[config.mk]
export PLATFORM = sky130hd
export DESIGN_NAME = csv_rfc4180_byte_parser_flat
export DESIGN_NICKNAME = d
export VERILOG_FILES = /design/src/hw/rtl/csvp_pkg.sv /design/src/hw/rtl/csvp_if.sv /design/src/hw/rtl/csv_rfc4180_byte_parser.sv /design/src/flat_wrapper.sv
export SDC_FILE = /design/constraint.sdc
export NUM_CORES = 1
export LEC_CHECK = 0
export ABC_AREA = 1
export ABC_CLOCK_PERIOD_IN_PS = 14250
export BUFFER_PORTS_ARGS = -buffer_cell sky130_fd_sc_hd__buf_4
export CORE_ASPECT_RATIO = 1.75
export CORE_MARGIN = 2
export CORE_UTILIZATION = 40
export CTS_CLUSTER_SIZE = 12
export DETAILED_ROUTE_END_ITERATION = 8
export HOLD_SLACK_MARGIN = 0.12
export SLEW_MARGIN = 20
export SYNTH_ARGS = -nofsm -noshare
export SYNTH_HDL_FRONTEND = slang
export SYNTH_SLANG_ARGS = --single-unit
[constraint.sdc]
create_clock -name clk -period 14.25 [get_ports clk]
set_input_delay 0 -clock clk [delete_from_list [all_inputs] [get_ports clk]]
set_output_delay 0 -clock clk [all_outputs]
set_load 0.02 [all_outputs]
[src/hw/rtl/csvp_pkg.sv]
`timescale 1ns / 1ps
// ----------------------------------------------------------------------------
// csvp_pkg
// Shared types and constants for the RFC4180 CSV byte parser: result kinds,
// error codes, special characters and the result record.
// ----------------------------------------------------------------------------
package csvp_pkg;

    // Result kinds
    typedef enum logic [2:0] {
        KIND_BYTE  = 3'd0,
        KIND_FEND  = 3'd1,
        KIND_REND  = 3'd2,
        KIND_OK    = 3'd3,
        KIND_ERR   = 3'd4
    } kind_t;

    // Error codes carried with KIND_ERR
    typedef enum logic [2:0] {
        ERR_UNTERM_QUOTE = 3'd0,
        ERR_JUNK_AFTER_Q = 3'd1,
        ERR_STRAY_QUOTE  = 3'd2,
        ERR_COUNT        = 3'd3,
        ERR_TOO_MANY     = 3'd4,
        ERR_NO_HEADER    = 3'd5
    } err_code_t;

    // Special characters
    localparam logic [7:0] CH_QUOTE = 8'h22;
    localparam logic [7:0] CH_COMMA = 8'h2C;
    localparam logic [7:0] CH_CR    = 8'h0D;
    localparam logic [7:0] CH_LF    = 8'h0A;

    // One result record
    typedef struct packed {
        kind_t      kind;
        logic [7:0] out_char;
        err_code_t  error_code;
        logic [7:0] row_fields;
        logic       is_last;
    } result_t;

endpackage

[src/hw/rtl/csvp_if.sv]
`timescale 1ns / 1ps
// ----------------------------------------------------------------------------
// csvp_if
// Valid/ready channels of the CSV parser: the byte channel and the result
// channel, each with a source and a sink modport.
// ----------------------------------------------------------------------------
interface csvp_in_if;
    logic       valid;
    logic       ready;
    logic [7:0] in_char;
    logic       end_of_input;

    modport source (output valid, output in_char, output end_of_input, input ready);
    modport sink   (input valid, input in_char, input end_of_input, output ready);
endinterface

interface csvp_out_if;
    logic       valid;
    logic       ready;
    logic [2:0] kind;
    logic [7:0] out_char;
    logic [2:0] error_code;
    logic [7:0] row_fields;
    logic       is_last;

    modport source (output valid, output kind, output out_char, output error_code,
                    output row_fields, output is_last, input ready);
    modport sink   (input valid, input kind, input out_char, input error_code,
                    input row_fields, input is_last, output ready);
endinterface

[src/hw/rtl/csv_rfc4180_byte_parser.sv]
`timescale 1ns / 1ps
// ----------------------------------------------------------------------------
// csv_rfc4180_byte_parser
// Strict RFC4180 CSV parser, one byte per transaction. The header row fixes
// the field count; later rows stream content bytes, field-end and row-end
// markers. Errors are sticky until the end-of-input transaction.
// ----------------------------------------------------------------------------
//  channel    dir  payload                                        results
//  byte_ch    in   in_char[7:0], end_of_input                     -
//  result_ch  out  kind[2:0], out_char[7:0], error_code[2:0],     0..2 per
//                  row_fields[7:0], is_last                       byte
//
//  One byte is accepted per cycle into the input stage; its results are
//  decoded from there into the result queue. An end-of-input transaction
//  that closes a data row gives two results; any other gives at most one.
//  The rate is set by the two-entry result queue: a byte is decoded only when
//  the queue has room for all of its results.
//  rst_n clears parse state, the input stage and the queue asynchronously.
//  A stalled result channel backs up into byte_ch.ready after two entries.
// ----------------------------------------------------------------------------
module csv_rfc4180_byte_parser
    import csvp_pkg::*;
#(
    parameter int unsigned MAX_FIELDS = 255
)(
    input  logic            clk,
    input  logic            rst_n,
    csvp_in_if.sink         byte_ch,
    csvp_out_if.source      result_ch
);

    localparam logic [8:0] FIELD_LIMIT = (MAX_FIELDS > 255) ? 9'd255 : 9'(MAX_FIELDS);

    typedef enum logic [1:0] {
        PS_START  = 2'd0,
        PS_UNQ    = 2'd1,
        PS_QUOTED = 2'd2,
        PS_QSEEN  = 2'd3
    } pstate_t;

    // Input stage
    logic       stage_valid_reg, stage_valid_next;
    logic [7:0] stage_char_reg;
    logic       stage_eof_reg;

    // Parse state
    pstate_t    ps_reg, ps_next;
    logic       rhc_reg, rhc_next;
    logic       hdr_reg, hdr_next;
    logic [7:0] exp_reg, exp_next;
    logic [7:0] fields_reg, fields_next;
    logic       err_reg, err_next;
    err_code_t  code_reg, code_next;

    // Result queue
    result_t    q_reg [2];
    result_t    q_next [2];
    logic [1:0] cnt_reg, cnt_next;

    // Decode outputs
    result_t    r0, r1;
    logic [1:0] n_res;
    logic       proc;
    logic       pop;
    logic       accept;
    logic       nl;
    logic       row_empty;
    logic       do_comma, do_close;
    logic       emit, raise;
    result_t    emit_res;
    err_code_t  raise_code;
    logic [7:0] total;
    logic [1:0] cnt_pop;

    // Handshakes
    assign pop    = result_ch.valid && result_ch.ready;
    assign proc   = stage_valid_reg && ({1'b0, cnt_reg} + {1'b0, n_res} <= 3'd2);
    assign byte_ch.ready = !stage_valid_reg || proc;
    assign accept = byte_ch.valid && byte_ch.ready;

    assign nl        = (stage_char_reg == CH_CR) || (stage_char_reg == CH_LF);
    assign row_empty = (ps_reg == PS_START) && !rhc_reg && (fields_reg == 8'd0);
    assign total     = fields_reg + 8'd1;

    // Byte decode and next parse state
    always_comb
    begin
        ps_next     = ps_reg;
        rhc_next    = rhc_reg;
        hdr_next    = hdr_reg;
        exp_next    = exp_reg;
        fields_next = fields_reg;
        err_next    = err_reg;
        code_next   = code_reg;
        do_comma    = 1'b0;
        do_close    = 1'b0;
        emit        = 1'b0;
        raise       = 1'b0;
        raise_code  = ERR_UNTERM_QUOTE;
        emit_res    = '{kind: KIND_BYTE, out_char: 8'd0, error_code: ERR_UNTERM_QUOTE,
                        row_fields: 8'd0, is_last: 1'b1};
        r0          = emit_res;
        r1          = emit_res;
        n_res       = 2'd0;

        if (stage_eof_reg)
        begin
            // End of input: report and return to reset state
            r0.kind = KIND_ERR;
            n_res   = 2'd1;
            if (err_reg)
                r0.error_code = code_reg;
            else if (ps_reg == PS_QUOTED)
                r0.error_code = ERR_UNTERM_QUOTE;
            else if (!row_empty)
            begin
                if (!hdr_reg)
                    r0.kind = KIND_OK;
                else if (total != exp_reg)
                    r0.error_code = ERR_COUNT;
                else
                begin
                    r0.kind       = KIND_REND;
                    r0.row_fields = total;
                    r0.is_last    = 1'b0;
                    r1.kind       = KIND_OK;
                    n_res         = 2'd2;
                end
            end
            else if (hdr_reg)
                r0.kind = KIND_OK;
            else
                r0.error_code = ERR_NO_HEADER;
            ps_next     = PS_START;
            rhc_next    = 1'b0;
            hdr_next    = 1'b0;
            exp_next    = 8'd0;
            fields_next = 8'd0;
            err_next    = 1'b0;
            code_next   = ERR_UNTERM_QUOTE;
        end
        else if (!err_reg)
        begin
            unique case (ps_reg)
                PS_QUOTED:
                begin
                    if (stage_char_reg == CH_QUOTE)
                        ps_next = PS_QSEEN;
                    else
                    begin
                        emit              = hdr_reg;
                        emit_res.out_char = stage_char_reg;
                        rhc_next          = 1'b1;
                    end
                end
                PS_QSEEN:
                begin
                    if (stage_char_reg == CH_QUOTE)
                    begin
                        emit              = hdr_reg;
                        emit_res.out_char = CH_QUOTE;
                        ps_next           = PS_QUOTED;
                    end
                    else if (stage_char_reg == CH_COMMA)
                        do_comma = 1'b1;
                    else if (nl)
                        do_close = 1'b1;
                    else
                    begin
                        raise      = 1'b1;
                        raise_code = ERR_JUNK_AFTER_Q;
                    end
                end
                PS_START, PS_UNQ:
                begin
                    if (stage_char_reg == CH_QUOTE)
                    begin
                        if (ps_reg == PS_START)
                        begin
                            ps_next  = PS_QUOTED;
                            rhc_next = 1'b1;
                        end
                        else
                        begin
                            raise      = 1'b1;
                            raise_code = ERR_STRAY_QUOTE;
                        end
                    end
                    else if (stage_char_reg == CH_COMMA)
                    begin
                        rhc_next = 1'b1;
                        do_comma = 1'b1;
                    end
                    else if (nl)
                        do_close = !row_empty;
                    else
                    begin
                        emit              = hdr_reg;
                        emit_res.out_char = stage_char_reg;
                        rhc_next          = 1'b1;
                        ps_next           = PS_UNQ;
                    end
                end
            endcase

            // Field end on a comma, with the field limit check
            if (do_comma)
            begin
                if ({1'b0, fields_reg} + 9'd1 >= FIELD_LIMIT)
                begin
                    raise      = 1'b1;
                    raise_code = ERR_TOO_MANY;
                end
                else
                begin
                    fields_next   = total;
                    emit          = hdr_reg;
                    emit_res.kind = KIND_FEND;
                    ps_next       = PS_START;
                end
            end

            // Row end: header sets the count, data rows must match it
            if (do_close)
            begin
                if (!hdr_reg)
                begin
                    exp_next = total;
                    hdr_next = 1'b1;
                end
                else if (total != exp_reg)
                begin
                    raise      = 1'b1;
                    raise_code = ERR_COUNT;
                end
                else
                begin
                    emit                = 1'b1;
                    emit_res.kind       = KIND_REND;
                    emit_res.row_fields = total;
                end
                fields_next = 8'd0;
                rhc_next    = 1'b0;
                ps_next     = PS_START;
            end

            if (raise)
            begin
                err_next  = 1'b1;
                code_next = raise_code;
                r0        = '{kind: KIND_ERR, out_char: 8'd0, error_code: raise_code,
                              row_fields: 8'd0, is_last: 1'b1};
                n_res     = 2'd1;
            end
            else if (emit)
            begin
                r0    = emit_res;
                n_res = 2'd1;
            end
        end
    end

    // Result queue: pop from the head, append behind what remains
    always_comb
    begin
        q_next  = q_reg;
        cnt_pop = cnt_reg;
        if (pop)
        begin
            q_next[0] = q_reg[1];
            cnt_pop   = cnt_reg - 2'd1;
        end
        cnt_next = cnt_pop;
        if (proc)
        begin
            if (n_res == 2'd2)
            begin
                q_next[0] = r0;
                q_next[1] = r1;
            end
            else if (n_res == 2'd1)
                q_next[cnt_pop[0]] = r0;
            cnt_next = cnt_pop + n_res;
        end
    end

    assign stage_valid_next = accept ? 1'b1 : (proc ? 1'b0 : stage_valid_reg);

    // State, stage and queue registers
    always_ff @(posedge clk or negedge rst_n)
    begin
        if (!rst_n)
        begin
            stage_valid_reg <= 1'b0;
            ps_reg          <= PS_START;
            rhc_reg         <= 1'b0;
            hdr_reg         <= 1'b0;
            exp_reg         <= 8'd0;
            fields_reg      <= 8'd0;
            err_reg         <= 1'b0;
            code_reg        <= ERR_UNTERM_QUOTE;
            cnt_reg         <= 2'd0;
        end
        else
        begin
            stage_valid_reg <= stage_valid_next;
            cnt_reg         <= cnt_next;
            if (proc)
            begin
                ps_reg     <= ps_next;
                rhc_reg    <= rhc_next;
                hdr_reg    <= hdr_next;
                exp_reg    <= exp_next;
                fields_reg <= fields_next;
                err_reg    <= err_next;
                code_reg   <= code_next;
            end
        end
    end

    // Payload registers
    always_ff @(posedge clk)
    begin
        if (accept)
        begin
            stage_char_reg <= byte_ch.in_char;
            stage_eof_reg  <= byte_ch.end_of_input;
        end
        q_reg <= q_next;
    end

    // Result channel
    assign result_ch.valid      = (cnt_reg != 2'd0);
    assign result_ch.kind       = q_reg[0].kind;
    assign result_ch.out_char   = q_reg[0].out_char;
    assign result_ch.error_code = q_reg[0].error_code;
    assign result_ch.row_fields = q_reg[0].row_fields;
    assign result_ch.is_last    = q_reg[0].is_last;

endmodule

[src/flat_wrapper.sv]
// flat-port wrapper written by rule: the top's interface ports become plain ports
module csv_rfc4180_byte_parser_flat import csvp_pkg::*;
#(
    parameter int unsigned MAX_FIELDS = 255
)
  (clk, rst_n, byte_ch_valid, byte_ch_in_char, byte_ch_end_of_input, byte_ch_ready, result_ch_valid, result_ch_kind, result_ch_out_char, result_ch_error_code, result_ch_row_fields, result_ch_is_last, result_ch_ready);
  csvp_in_if byte_ch_i ();
  csvp_out_if result_ch_i ();
  input  logic clk;
  input  logic rst_n;
  input wire logic [$bits(byte_ch_i.valid)-1:0] byte_ch_valid;
  input wire logic [$bits(byte_ch_i.in_char)-1:0] byte_ch_in_char;
  input wire logic [$bits(byte_ch_i.end_of_input)-1:0] byte_ch_end_of_input;
  output wire logic [$bits(byte_ch_i.ready)-1:0] byte_ch_ready;
  output wire logic [$bits(result_ch_i.valid)-1:0] result_ch_valid;
  output wire logic [$bits(result_ch_i.kind)-1:0] result_ch_kind;
  output wire logic [$bits(result_ch_i.out_char)-1:0] result_ch_out_char;
  output wire logic [$bits(result_ch_i.error_code)-1:0] result_ch_error_code;
  output wire logic [$bits(result_ch_i.row_fields)-1:0] result_ch_row_fields;
  output wire logic [$bits(result_ch_i.is_last)-1:0] result_ch_is_last;
  input wire logic [$bits(result_ch_i.ready)-1:0] result_ch_ready;
  assign byte_ch_i.valid = byte_ch_valid;
  assign byte_ch_i.in_char = byte_ch_in_char;
  assign byte_ch_i.end_of_input = byte_ch_end_of_input;
  assign byte_ch_ready = byte_ch_i.ready;
  assign result_ch_valid = result_ch_i.valid;
  assign result_ch_kind = result_ch_i.kind;
  assign result_ch_out_char = result_ch_i.out_char;
  assign result_ch_error_code = result_ch_i.error_code;
  assign result_ch_row_fields = result_ch_i.row_fields;
  assign result_ch_is_last = result_ch_i.is_last;
  assign result_ch_i.ready = result_ch_ready;
  csv_rfc4180_byte_parser #(.MAX_FIELDS(MAX_FIELDS)) u_core (.clk(clk), .rst_n(rst_n), .byte_ch(byte_ch_i), .result_ch(result_ch_i));
endmodule
# Yosys cells after proc, flatten, opt, wreduce, memory -nomap -nowiden
# Index checks and enable logic that the tools add are counted.
dict set report totals {
  reg_bits 82
  in_bits 13
  word_cells 230
}
dict set report classes {
  n_mux 154
  n_eq_ne 16
  n_reduce_logical 29
  order_cmp 4
  bitwise 1
  add_sub_neg 5
}
# cell count
set ops {}
lappend ops {{two-way mux 46 bit} 3}
lappend ops {{two-way mux 8 bit} 17}
lappend ops {{two-way mux 23 bit} 5}
lappend ops {{two-way mux 3 bit} 33}
lappend ops {{two-way mux 1 bit} 57}
lappend ops {{bitwise mux 46 bit} 1}
lappend ops {{two-way mux 2 bit} 23}
lappend ops {{two-way mux 9 bit} 4}
lappend ops {{case mux 8 bit (3 select lines)} 1}
lappend ops {{demux 23 bit (select 1 bit)} 1}
lappend ops {{equality test 8 x 4 -> 1 bit, second input constant} 2}
lappend ops {{equality test 8 x 6 -> 1 bit, second input constant} 2}
lappend ops {{two-way mux 12 bit} 1}
lappend ops {{two-way mux 11 bit} 1}
lappend ops {{nonzero test 2 bit} 5}
lappend ops {{adder 8 x 1 -> 9 bit, second input constant} 1}
lappend ops {{greater-or-equal comparator 9 x 8 -> 1 bit, second input constant} 1}
lappend ops {{adder 8 x 1 -> 8 bit, second input constant} 1}
lappend ops {{logical NOT 8 bit} 1}
lappend ops {{inequality test 8 bit} 1}
lappend ops {{AND reduction 4 bit} 2}
lappend ops {{equality test 2 bit, second input constant} 3}
lappend ops {{logical AND 1 bit} 6}
lappend ops {{two-way mux 6 bit} 1}
lappend ops {{other kinds (27)} 36}

# Depth between registers and ports, before layout
# Gate-level depths: netlist of the first run.
dict set report depth {
  ltp_word 23
  mapped_depth 28
  depth_no_buf 28
}

# Worst setup path before layout of the first run
# OpenSTA, ideal clock, no wires.
dict set report synth_path {
  path_kind {register to register}
  from {reg u_core.fields_reg[0]}
  to {reg u_core.q_reg[0] (netlist name) (enable)}
  slack_ns 9.734
  synth_period_minus_slack_ns 4.516
  setup_ns 0.403
  arrival_time_ns 4.113
  t_required_ns 13.847
  n_path_buf 0
  stages_incl_launch_ff 20
  cell_sequence {dfrtp_1 > inv_2 > ha_1 > xnor2_1 > nand2_1 > nor2_2 > nand3_1 > nor2_1 > nand3_1 > nor2_2 > nand2_1 > nand2_1 > o21ai_0 > nor2_1 > ha_1 > fa_1 > a21o_1 > nor2_4 > inv_2 > nor2_1}
}
dict set report synth_via {
  elab_chain_len 20
  word_cells_on_any_way 43
  classes_between {3 x add/sub; 2 x order compare; 3 x eq/ne; 29 x mux; 6 x reduce/logical}
}
# element line
set synth_rtl {}
lappend synth_rtl {{start, declared} csv_rfc4180_byte_parser.sv:51} ;# logic [7:0] fields_reg, fields_next;
lappend synth_rtl {{start signal, assigned} csv_rfc4180_byte_parser.sv:314} ;# fields_reg <= fields_next;
lappend synth_rtl {{branches (longest 15 deep; another with adder 8 x 1 -> 9 bit)} -}
lappend synth_rtl {{two-way mux 2 bit (*)} csv_rfc4180_byte_parser.sv:106} ;# if (stage_eof_reg)
lappend synth_rtl {{adder 2 x 2 -> 3 bit} csv_rfc4180_byte_parser.sv:77} ;# assign proc = stage_valid_reg && ({1'b0, cnt_reg} + {1'b0, n_res} <= 3'd2);
lappend synth_rtl {{<= comparator 3 x 2 -> 1 bit} csv_rfc4180_byte_parser.sv:77}
lappend synth_rtl {{logical AND 1 bit} csv_rfc4180_byte_parser.sv:77}
lappend synth_rtl {{AND reduction 2 bit (no line) (*)} -}
lappend synth_rtl {{end signal, assigned} csv_rfc4180_byte_parser.sv:329} ;# q_reg <= q_next;
lappend synth_rtl {{end, declared} csv_rfc4180_byte_parser.sv:56} ;# result_t q_reg [2];
# Mark *: on every way between the ends. The select of a mux whose other input is x is not followed.
# A chain may end at the register's enable or synchronous reset.

==> flow_summary.yaml, run 1 <==
run_status:
  status: "finished, final reports clean"
clocking:
  cts_tree: "yes"
  cts_setup_buffers: 0
  cts_root_buffer: "clkbuf_16"
  clock_sinks: 82
  postCtsResizedCells: 0
  htree_levels: 3
  clkTransAtPathRegs_ns: 0.06
  max-clock-path-buffers: 2
  worstSkewPairLatency_ns: 0.35
  hold_buffers: 12
  cts-buffers-inserted: 9
grt:
  grt_usage_pct: 20.7
  grt_pass1_vias: 4132
  grt_pass1_wl_um: 20500
  grt_overflow: 0
  antenna_found_initial: 0
  grt_max_degree: 40
place:
  globalplace.congestion: 1.01
  port_buffers: 37
  hpwl_um: 9310
floorplanning:
  die_h_um: 148
  rows: 52
  coreArea_mm2: 0.0116
  die_width_um: 86.5
  die_area_mm2: 0.0128
  ios: 38
  start_util_pct: 41.1
route:
  ant_nets: 0
  num_vias: 4191
  drt_iter0_markers: 241
  viasPerCell: 5.46
  met3RoutedLength_um: 489
  routed.top_layer: "met4"
  drtPass1Iterations: 4
  routed_wl_um: 12600
  wl_met1_um: 4860
  wl_met2_um: 6610
  drcViolationCount: 0
  wl_per_cell_um: 16.4
timing:
  holdWs_ns: 0.122
  hold_viol_final: 0
  rsz0062_at_grt: "no"
  worst_pin_slew_ns: 1.06
  setup_violations: 0
  final_max_slew_viol_count: 0
  slew_headroom_pct: 29.1
  max_freq_mhz: 191
  period_needed_ns: 5.23
  skew_ns: 0.00923
  period_share_pct: 36.7
  tns_ns: 0
synth:
  synth-seq-cells: 82
  avgSynthCellArea_um2: 7.86
  synth_area_leaders: "edfxtp_1, dfrtp_1, dfxtp_1"
  synth_warnings: 0
  synth-main-ff-cell: "edfxtp_1"
  synth_common_cells: "nand2_1, inv_1, o21ai_0"
  syn-cell-area_mm2: 0.00476
  synth_top_cell_by_area: "edfxtp_1"
  syn_inst: 606
  yosysSeqAreaShare_pct: 44.0
  synth.top_cell.area_share_pct: 20.2
  async_reset_ff_share_pct: 32.9
  synth.net_count: 629
  yosys.cell_types.count: 43
  synth.most_common_cell: "nand2_1"
  synth-edff-count: 32
worst_setup_path:
  cp_num_buf_inv: 3
  endpoint_kind: "flip-flop"
  cp-start-kind: "flip-flop"
  path_class: "flip-flop to flip-flop"
  critPathMaxStageDelay_ns: 0.79
  critPathSlowestCell: "clkinv_1"
  path_cells: "inv_2 -> ha_1 -> xnor2_1 -> nand2_1 -> nor2_2 -> nand3_1 -> nor2_1 -> nand3_1 -> nor2_2 -> nand2_1 -> nand2_1 -> o21ai_0 -> nor2_1 -> ha_1 -> fa_1 -> a21o_1 -> nor2_4 -> inv_2 -> nor2_2 -> clkinv_1 -> o211ai_1 -> o21ai_0"
  arrival_ns: 5.43
  worstPathRequired_ns: 14.45
  cp_top_family: "simple AND/OR/NAND/NOR gates"
  crit_path_max_fanout: 37
finish:
  nNetsFinal: 651
  area_delta_synth_final_pct: 13.7
  drive_gt1_share_pct: 14.8
  finish.utilization_pct: 46.8
  largest_reg_flops: 23
  antenna_cells: 0
worst_hold_path:
  hold_class: "input pin to async pin"
pwr:
  p_leak_nw: 2.48
  power_mw: 1.37
  power_density_mw_per_mm2: 252
  ir_worst_vdd_mv: 0.0795
flow_run:
  cap_violations: 0
[cell type report]
| type | count | area, um^2 |
|---|---|---|
| clock buffer | 9 | 225 |
| timing repair buffer | 51 | 413 |
| multi-input combinational | 398 | 2120 |
| tap | 135 | 169 |
| sequential | 82 | 2100 |
| inverter | 86 | 323 |
| fill | 1139 | 6160 |
| clock inverter | 7 | 73.8 |
[worst paths after layout]
kind / to / depth (start not counted) / startpoint / slack [ns]
worst max-delay path: u_core.result_ch.out_char[3] / 22 / u_core.fields_reg[0] / 9.02
worst min-delay path: u_core.code_reg[0] / 2 / rst_n / 0.12
worst max register to register: u_core.result_ch.out_char[3] / 22 / u_core.fields_reg[0] / 9.02
worst min register to register: u_core.result_ch.is_last / 2 / u_core.result_ch.is_last / 0.48
max in group asynchronous: u_core.ps_reg[1] / 2 / rst_n / 13.85
min in group clk: u_core.stage_char_reg[2] / 2 / byte_ch_in_char[2] / 0.38
[per-layer routing]
layer / up-vias / global-route usage [%]
li1: 2050 / -
met1: 1967 / 22.7
met2: 131 / 36.8
met3: 43 / 3.00
met4: 0 / 12.5
met5: - / 0
[layout by cell type, fill, tap and decap left out, types with 3 or more instances in the layout]
cell	count
a21oi_1	31
a21oi_2	4
a22oi_1	3
a31oi_1	3
buf_4	39
clkbuf_16	9
dfrtp_1	27
dfxtp_1	23
dlygate4sd3_1	12
edfxtp_1	32
ha_1	9
inv_1	76
inv_2	9
inv_6	3
mux2_2	9
nand2_1	113
nand2_2	3
nand3_1	49
nand4_1	15
nor2_1	40
nor2_2	9
nor2_4	3
nor3_1	7
o211ai_1	6
o21a_1	3
o21ai_0	58
o21ai_1	10
o21bai_1	3
[logic make-up after synthesis]
| group | count (synthesis) | share of synthesized area (%) |
|---|---|---|
| xor gates and xnor gates | 4 | 0.735 |
| and+or+nand+nor | 244 | 23.0 |
| DFF | 82 | 44.0 |
| adders and majority gates | 10 | 2.78 |
| muxes | 10 | 2.34 |
| AOI/OAI and AO/OA | 130 | 15.5 |
| buffers and inverters | 126 | 11.7 |
[stage by stage]
stage / instance area, um^2 / instances / setup WS [ns]
6_report: 5420 / 768 / 9.02
5_1_grt: 5420 / 768 / 8.44
4_1_cts: 5420 / 768 / 9.03
3_5_place_dp: 5000 / 740 / 9.05
3_3_place_gp: 4990 / 740 / 9.15
2_1_floorplan: 4760 / 606 / 9.73
[worst reg2reg max path, stage by stage (launching register included)]
cell	delay, ns
dfrtp_1	0.46
inv_2	0.12
ha_1	0.39
xnor2_1	0.16
nand2_1	0.08
nor2_2	0.17
nand3_1	0.11
nor2_1	0.11
nand3_1	0.09
nor2_2	0.15
nand2_1	0.07
nand2_1	0.23
o21ai_0	0.12
nor2_1	0.25
ha_1	0.22
fa_1	0.42
a21o_1	0.24
nor2_4	0.16
inv_2	0.10
nor2_2	0.23
clkinv_1	0.79
o211ai_1	0.34
o21ai_0	0.12
[where the power goes]
part	internal [mW]	total, mW	switching (mW)
registers	0.386	0.451	0.0656
logic	0.235	0.679	0.444
clock network	0.137	0.236	0.0990
total	0.758	1.37	0.609
No activity file was read; power rests on OpenSTA's default activity.
==> run 2, diff against run 1 <==
ABC_AREA = 0   (was 1)
ABC_CLOCK_PERIOD_IN_PS = 4900   (was 14250)
clock period = 4.9 ns   (was 14.25 ns; I/O delays follow)
==> flow_summary.yaml, run 2 <==
clocking:
  cts_tree: "yes"
  max-clock-path-buffers: 2
  worstSkewPairLatency_ns: 0.33
  cts_root_buffer: "clkbuf_16"
  cts_setup_buffers: 0
  htree_levels: 3
  cts-buffers-inserted: 9
  clock_sinks: 82
  clkTransAtPathRegs_ns: 0.06
place:
  globalplace.congestion: 0.885
  hpwl_um: 8660
  port_buffers: 37
timing:
  rsz0062_at_grt: "no"
  max_freq_mhz: 220
  setup_violations: 0
  tns_ns: 0
  hold_viol_final: 0
  skew_ns: 0.00672
  period_share_pct: 92.8
  final_max_slew_viol_count: 0
  period_needed_ns: 4.55
  worst_pin_slew_ns: 1.08
  slew_headroom_pct: 28.1
synth:
  synth-seq-cells: 82
  synth.top_cell.area_share_pct: 20.1
  synth_top_family_by_area: "simple AND/OR/NAND/NOR gates"
  synth.most_common_cell: "o21ai_0"
  synth-simple-area-share_pct: 18.2
  synth_warnings: 0
  synth-main-ff-cell: "edfxtp_1"
  synth_top_cell_by_area: "edfxtp_1"
  syn-cell-area_mm2: 0.00479
  async_reset_ff_share_pct: 32.9
  synth_compound_gate_area_share_pct: 17.7
  synth_common_cells: "o21ai_0, a21oi_1, nand2_1"
  avgSynthCellArea_um2: 9.24
  synth.net_count: 541
  synth_adder_area_share_pct: 2.77
  yosysSeqAreaShare_pct: 43.8
  syn_inst: 518
  yosys.cell_types.count: 60
  synth_area_leaders: "edfxtp_1, dfrtp_1, dfxtp_1"
  synthMuxAreaShare_pct: 5.39
  synth-edff-count: 32
  synthXorXnorAreaFrac_pct: 4.50
finish:
  antenna_cells: 0
  largest_reg_flops: 23
  layout_commonest_cell: "buf_4"
  finish.utilization_pct: 46.9
  final_cell_mix: "buf_4, o21ai_0, a21oi_1, nand2_1, nor2_1"
  area_delta_synth_final_pct: 14.2
  drive_gt1_share_pct: 17.3
  nNetsFinal: 561
route:
  viasPerCell: 5.68
  num_vias: 3849
  ant_nets: 0
  wl_per_cell_um: 17.3
  drcViolationCount: 0
  wl_met1_um: 4570
  routed.top_layer: "met4"
  wl_met2_um: 6440
  drtPass1Iterations: 4
  met3RoutedLength_um: 226
  drt_iter0_markers: 256
  routed_wl_um: 11700
floorplanning:
  ios: 38
  die_h_um: 149
  die_width_um: 86.7
  coreArea_mm2: 0.0116
  start_util_pct: 41.1
  rows: 52
  die_area_mm2: 0.0129
worst_hold_path:
  hold_class: "input pin to async pin"
worst_setup_path:
  path_class: "flip-flop to flip-flop"
  path_cells: "ha_1 -> xor2_1 -> xnor2_1 -> nand4_1 -> nor4_4 -> and2_1 -> o31ai_1 -> a211oi_1 -> ha_1 -> fa_1 -> a21oi_1 -> and2_1 -> nand2_2 -> a32o_1 -> a21o_1"
  cp_num_buf_inv: 0
  critPathSlowestCell: "dfrtp_1"
  cp_top_family: "simple AND/OR/NAND/NOR gates"
  critPathMaxStageDelay_ns: 0.50
  arrival_ns: 4.77
  r2r-start: "u_core.fields_reg[0]"
  endpoint_kind: "flip-flop"
  timing.rr.end: "u_core.code_reg[1]"
  worstPathRequired_ns: 5.12
  crit_path_end: "u_core.code_reg[1]"
  critical_path_cell_count: 15
  crit_path_max_fanout: 19
  ff2ff_setup_slack_ns: 0.35
  cp-startpoint: "u_core.fields_reg[0]"
  rr_worst_depth: 15
  cp-start-kind: "flip-flop"
grt:
  grt_pass1_wl_um: 19300
  grt_pass1_vias: 3827
  antenna_found_initial: 0
  grt_overflow: 0
  grt_max_degree: 28
  grt_usage_pct: 19.2
run_status:
  status: "finished, final reports clean"
pwr:
  ir_worst_vdd_mv: 0.214
  p_leak_nw: 2.18
  power_density_mw_per_mm2: 587
flow_run:
  cap_violations: 0
[run 2: kinds of logic (layout without fill, tap and decap cells)]
| family | Yosys count | after routing |
|---|---|---|
| adders and majority gates | 10 | 10 |
| xor gates and xnor gates | 23 | 23 |
| and+or+nand+nor | 169 | 169 |
| buffers and inverters | 70 | 95 |
| DFF | 82 | 82 |
| AOI/OAI and AO/OA | 140 | 140 |
| muxes | 24 | 24 |
[run 2: area by class of cell]
cell class	instances	area, um^2
timing repair buffer	65	515
fill	1119	6180
inverter	14	52.6
sequential	82	2100
clock buffer	12	246
multi-input combinational	366	2340
clock inverter	4	43.8
tap	135	169
[run 2: routing by layer]
layer,global-route usage [%],up-vias
met5,0,-
met4,9.69,0
met3,2.55,27
met2,34.7,81
met1,21.4,1842
li1,-,1899
[run 2: worst min path at each step]
| stage | slack [ns] | to |
|---|---|---|
| floorplan | -0.30 | u_core.cnt_reg[0] |
| global placement | -0.05 | u_core.exp_reg[4] |
| detailed placement | -0.05 | u_core.exp_reg[4] |
| CTS | 0.13 | u_core.hdr_reg |
| global route | 0.16 | u_core.hdr_reg |
| finish | 0.12 | u_core.hdr_reg |
[run 2: repair_timing]
item | 4_1_cts | 5_1_grt
hold endpoints to repair | 37 | 0
hold buffers | 11 | 0
setup endpoints to repair | 0 | 16
resized for setup | 0 | 2
[run 2: per-stage QoR]
stage / hold slack (ns) / power (mW) / std cells / worst slack (ns) / cell area, um^2
after global placement: -0.0535 / 2.51 / 651 / 0.273 / 5050
after global routing: 0.158 / 3.42 / 678 / 0.0154 / 5470
after CTS: 0.132 / 3.22 / 678 / 0.0778 / 5450
after detailed placement: -0.0532 / 2.55 / 651 / 0.101 / 5050
after floorplan: -0.296 / 2.18 / 518 / 0.257 / 4790
final: 0.123 / 3.21 / 678 / 0.351 / 5470
[run 2: power by group]
part           total, mW  switching [mW]  internal (mW)
logic               1.40           0.853          0.544
registers           1.15           0.152          0.996
clock network      0.661           0.256          0.405
==> run 3, diff against run 2 <==
ABC_AREA = 1   (was 0)
MAX_ROUTING_LAYER = met4   (was not set)
==> flow_summary.yaml, run 3 (synthesis results as in run 1) <==
worst_setup_path:
  worstPathRequired_ns: 5.12
  rr_worst_depth: 25
  critical_path_cell_count: 25
  cpMostUsedCell: "inv_2"
  critPathMaxStageDelay_ns: 0.43
  cp-start-kind: "flip-flop"
  endpoint_kind: "flip-flop"
  cp_top_family: "simple AND/OR/NAND/NOR gates"
  critPathSlowestCell: "fa_1"
  crit_path_max_fanout: 8
  arrival_ns: 4.68
  cp_num_buf_inv: 6
  ff2ff_setup_slack_ns: 0.44
  path_class: "flip-flop to flip-flop"
grt:
  use_met1_pct: 22.6
  grt_pass1_vias: 4102
  grt_overflow: 0
  use_met3_pct: 2.94
  grt_busiest_layer: "met2"
  gr-usage-met2_pct: 35.1
  antenna_found_initial: 0
  grt_pass1_wl_um: 20200
  grt_max_degree: 40
  grt_usage_pct: 21.2
route:
  drtPass1Iterations: 6
  routed_wl_um: 12600
  drcViolationCount: 0
  viasPerCell: 5.37
  drt_iter0_markers: 210
  wl_per_cell_um: 16.2
  num_vias: 4192
  ant_nets: 0
timing:
  slew_headroom_pct: 30.2
  skew_ns: 0.00507
  setup_violations: 0
  max_freq_mhz: 224
  final_max_slew_viol_count: 0
  period_share_pct: 91.1
  worst_slack_ns: 0.437
  period_needed_ns: 4.46
  tns_ns: 0
  hold_viol_final: 0
  holdWs_ns: 0.116
  worst_pin_slew_ns: 1.05
  rsz0062_at_grt: "no"
finish:
  stdcell_area_mm2: 0.00550
  final_cell_mix: "nand2_1, inv_1, o21ai_0, buf_4, nand3_1"
  largest_reg_flops: 23
  finish.utilization_pct: 47.5
  nNetsFinal: 663
  instances_no_fill: 780
  layout_commonest_cell: "nand2_1"
  antenna_cells: 0
  drive_gt1_share_pct: 16.6
  area_delta_synth_final_pct: 15.4
floorplanning:
  start_util_pct: 41.1
  die_area_mm2: 0.0128
  ios: 38
  die_width_um: 86.5
  die_h_um: 148
  coreArea_mm2: 0.0116
  rows: 52
place:
  dp_slack_ns: 0.261
  place_area_mm2: 0.00507
  port_buffers: 37
  hpwl_um: 9530
  globalplace.congestion: 1.00
  dp_cells: 750
pwr:
  p_leak_nw: 2.52
  power_density_mw_per_mm2: 731
  power_mw: 4.02
  ir_worst_vdd_mv: 0.217
clocking:
  clkTransAtPathRegs_ns: 0.06
  clock_sinks: 82
  max-clock-path-buffers: 2
  worstSkewPairLatency_ns: 0.35
  htree_levels: 3
  cts_tree: "yes"
  cts_root_buffer: "clkbuf_16"
  cts-buffers-inserted: 9
run_status:
  status: "finished, final reports clean"
worst_hold_path:
  hold_class: "input pin to async pin"
flow_run:
  cap_violations: 0
## run 3: cell types whose count changed in the layout (fill, tap and decap cells not counted), sizes merged, moves of 15 or more
cell,change
xnor2,-15
nand2,+73
nand3,+21
inv,+73
nor2,+17
o21ai,+19
## run 3: routing by layer
metal	vias up	wire length [um]
met3	71	599
met4	0	986
met1	1882	4730
met2	165	6300
met5	-	0
li1	2074	-
## run 3: area by class of cell
type / count / area [um^2]
flip-flops and latches: 82 / 2100
repair buffers: 63 / 503
clock inverters: 7 / 53.8
inverters: 86 / 323
well taps: 135 / 169
fillers: 1152 / 6080
multi-input cells: 398 / 2120
clock buffers: 9 / 225
## run 3: path summary, 6_finish.rpt
kind / from / end
setup / recovery: u_core.fields_reg[0] / u_core.exp_reg[6]
hold / removal: rst_n / u_core.hdr_reg
setup reg to reg: u_core.fields_reg[0] / u_core.exp_reg[6]
hold reg to reg: u_core.result_ch.is_last / u_core.result_ch.is_last
max in group asynchronous: rst_n / u_core.fields_reg[0]
min in group clk: byte_ch_in_char[6] / u_core.stage_char_reg[6]
## run 3: where the power goes
part,total [mW],internal (mW),switching (mW)
logic,2.06,0.749,1.31
clock network,0.644,0.348,0.297
registers,1.31,1.12,0.186
total,4.02,2.22,1.80
## run 3: what timing repair did
action | CTS | global route
hold buffers | 12 | 0
setup endpoints to repair | 0 | 9
setup buffers | 0 | 2
endpoints found under the hold margin | 39 | 0
resized for setup | 0 | 3
## run 3: worst register-to-register path: stages (launching register included)
cell and delay [ns]:
dfrtp_2 0.42, inv_2 0.09, ha_1 0.38, xnor2_1 0.16, nand2_1 0.09, nor2_2 0.17, nand3_1 0.12, inv_1 0.07
nand3_1 0.13, nand3_2 0.13, nand3_1 0.15, o21ai_0 0.19, nor2_1 0.11, ha_1 0.22, fa_1 0.43, a21o_1 0.24
nor2_4 0.16, inv_2 0.10, nor2_2 0.13, inv_2 0.08, nor2_2 0.18, inv_2 0.06, a21oi_4 0.26, inv_2 0.12
nand2_1 0.08, o21ai_0 0.09
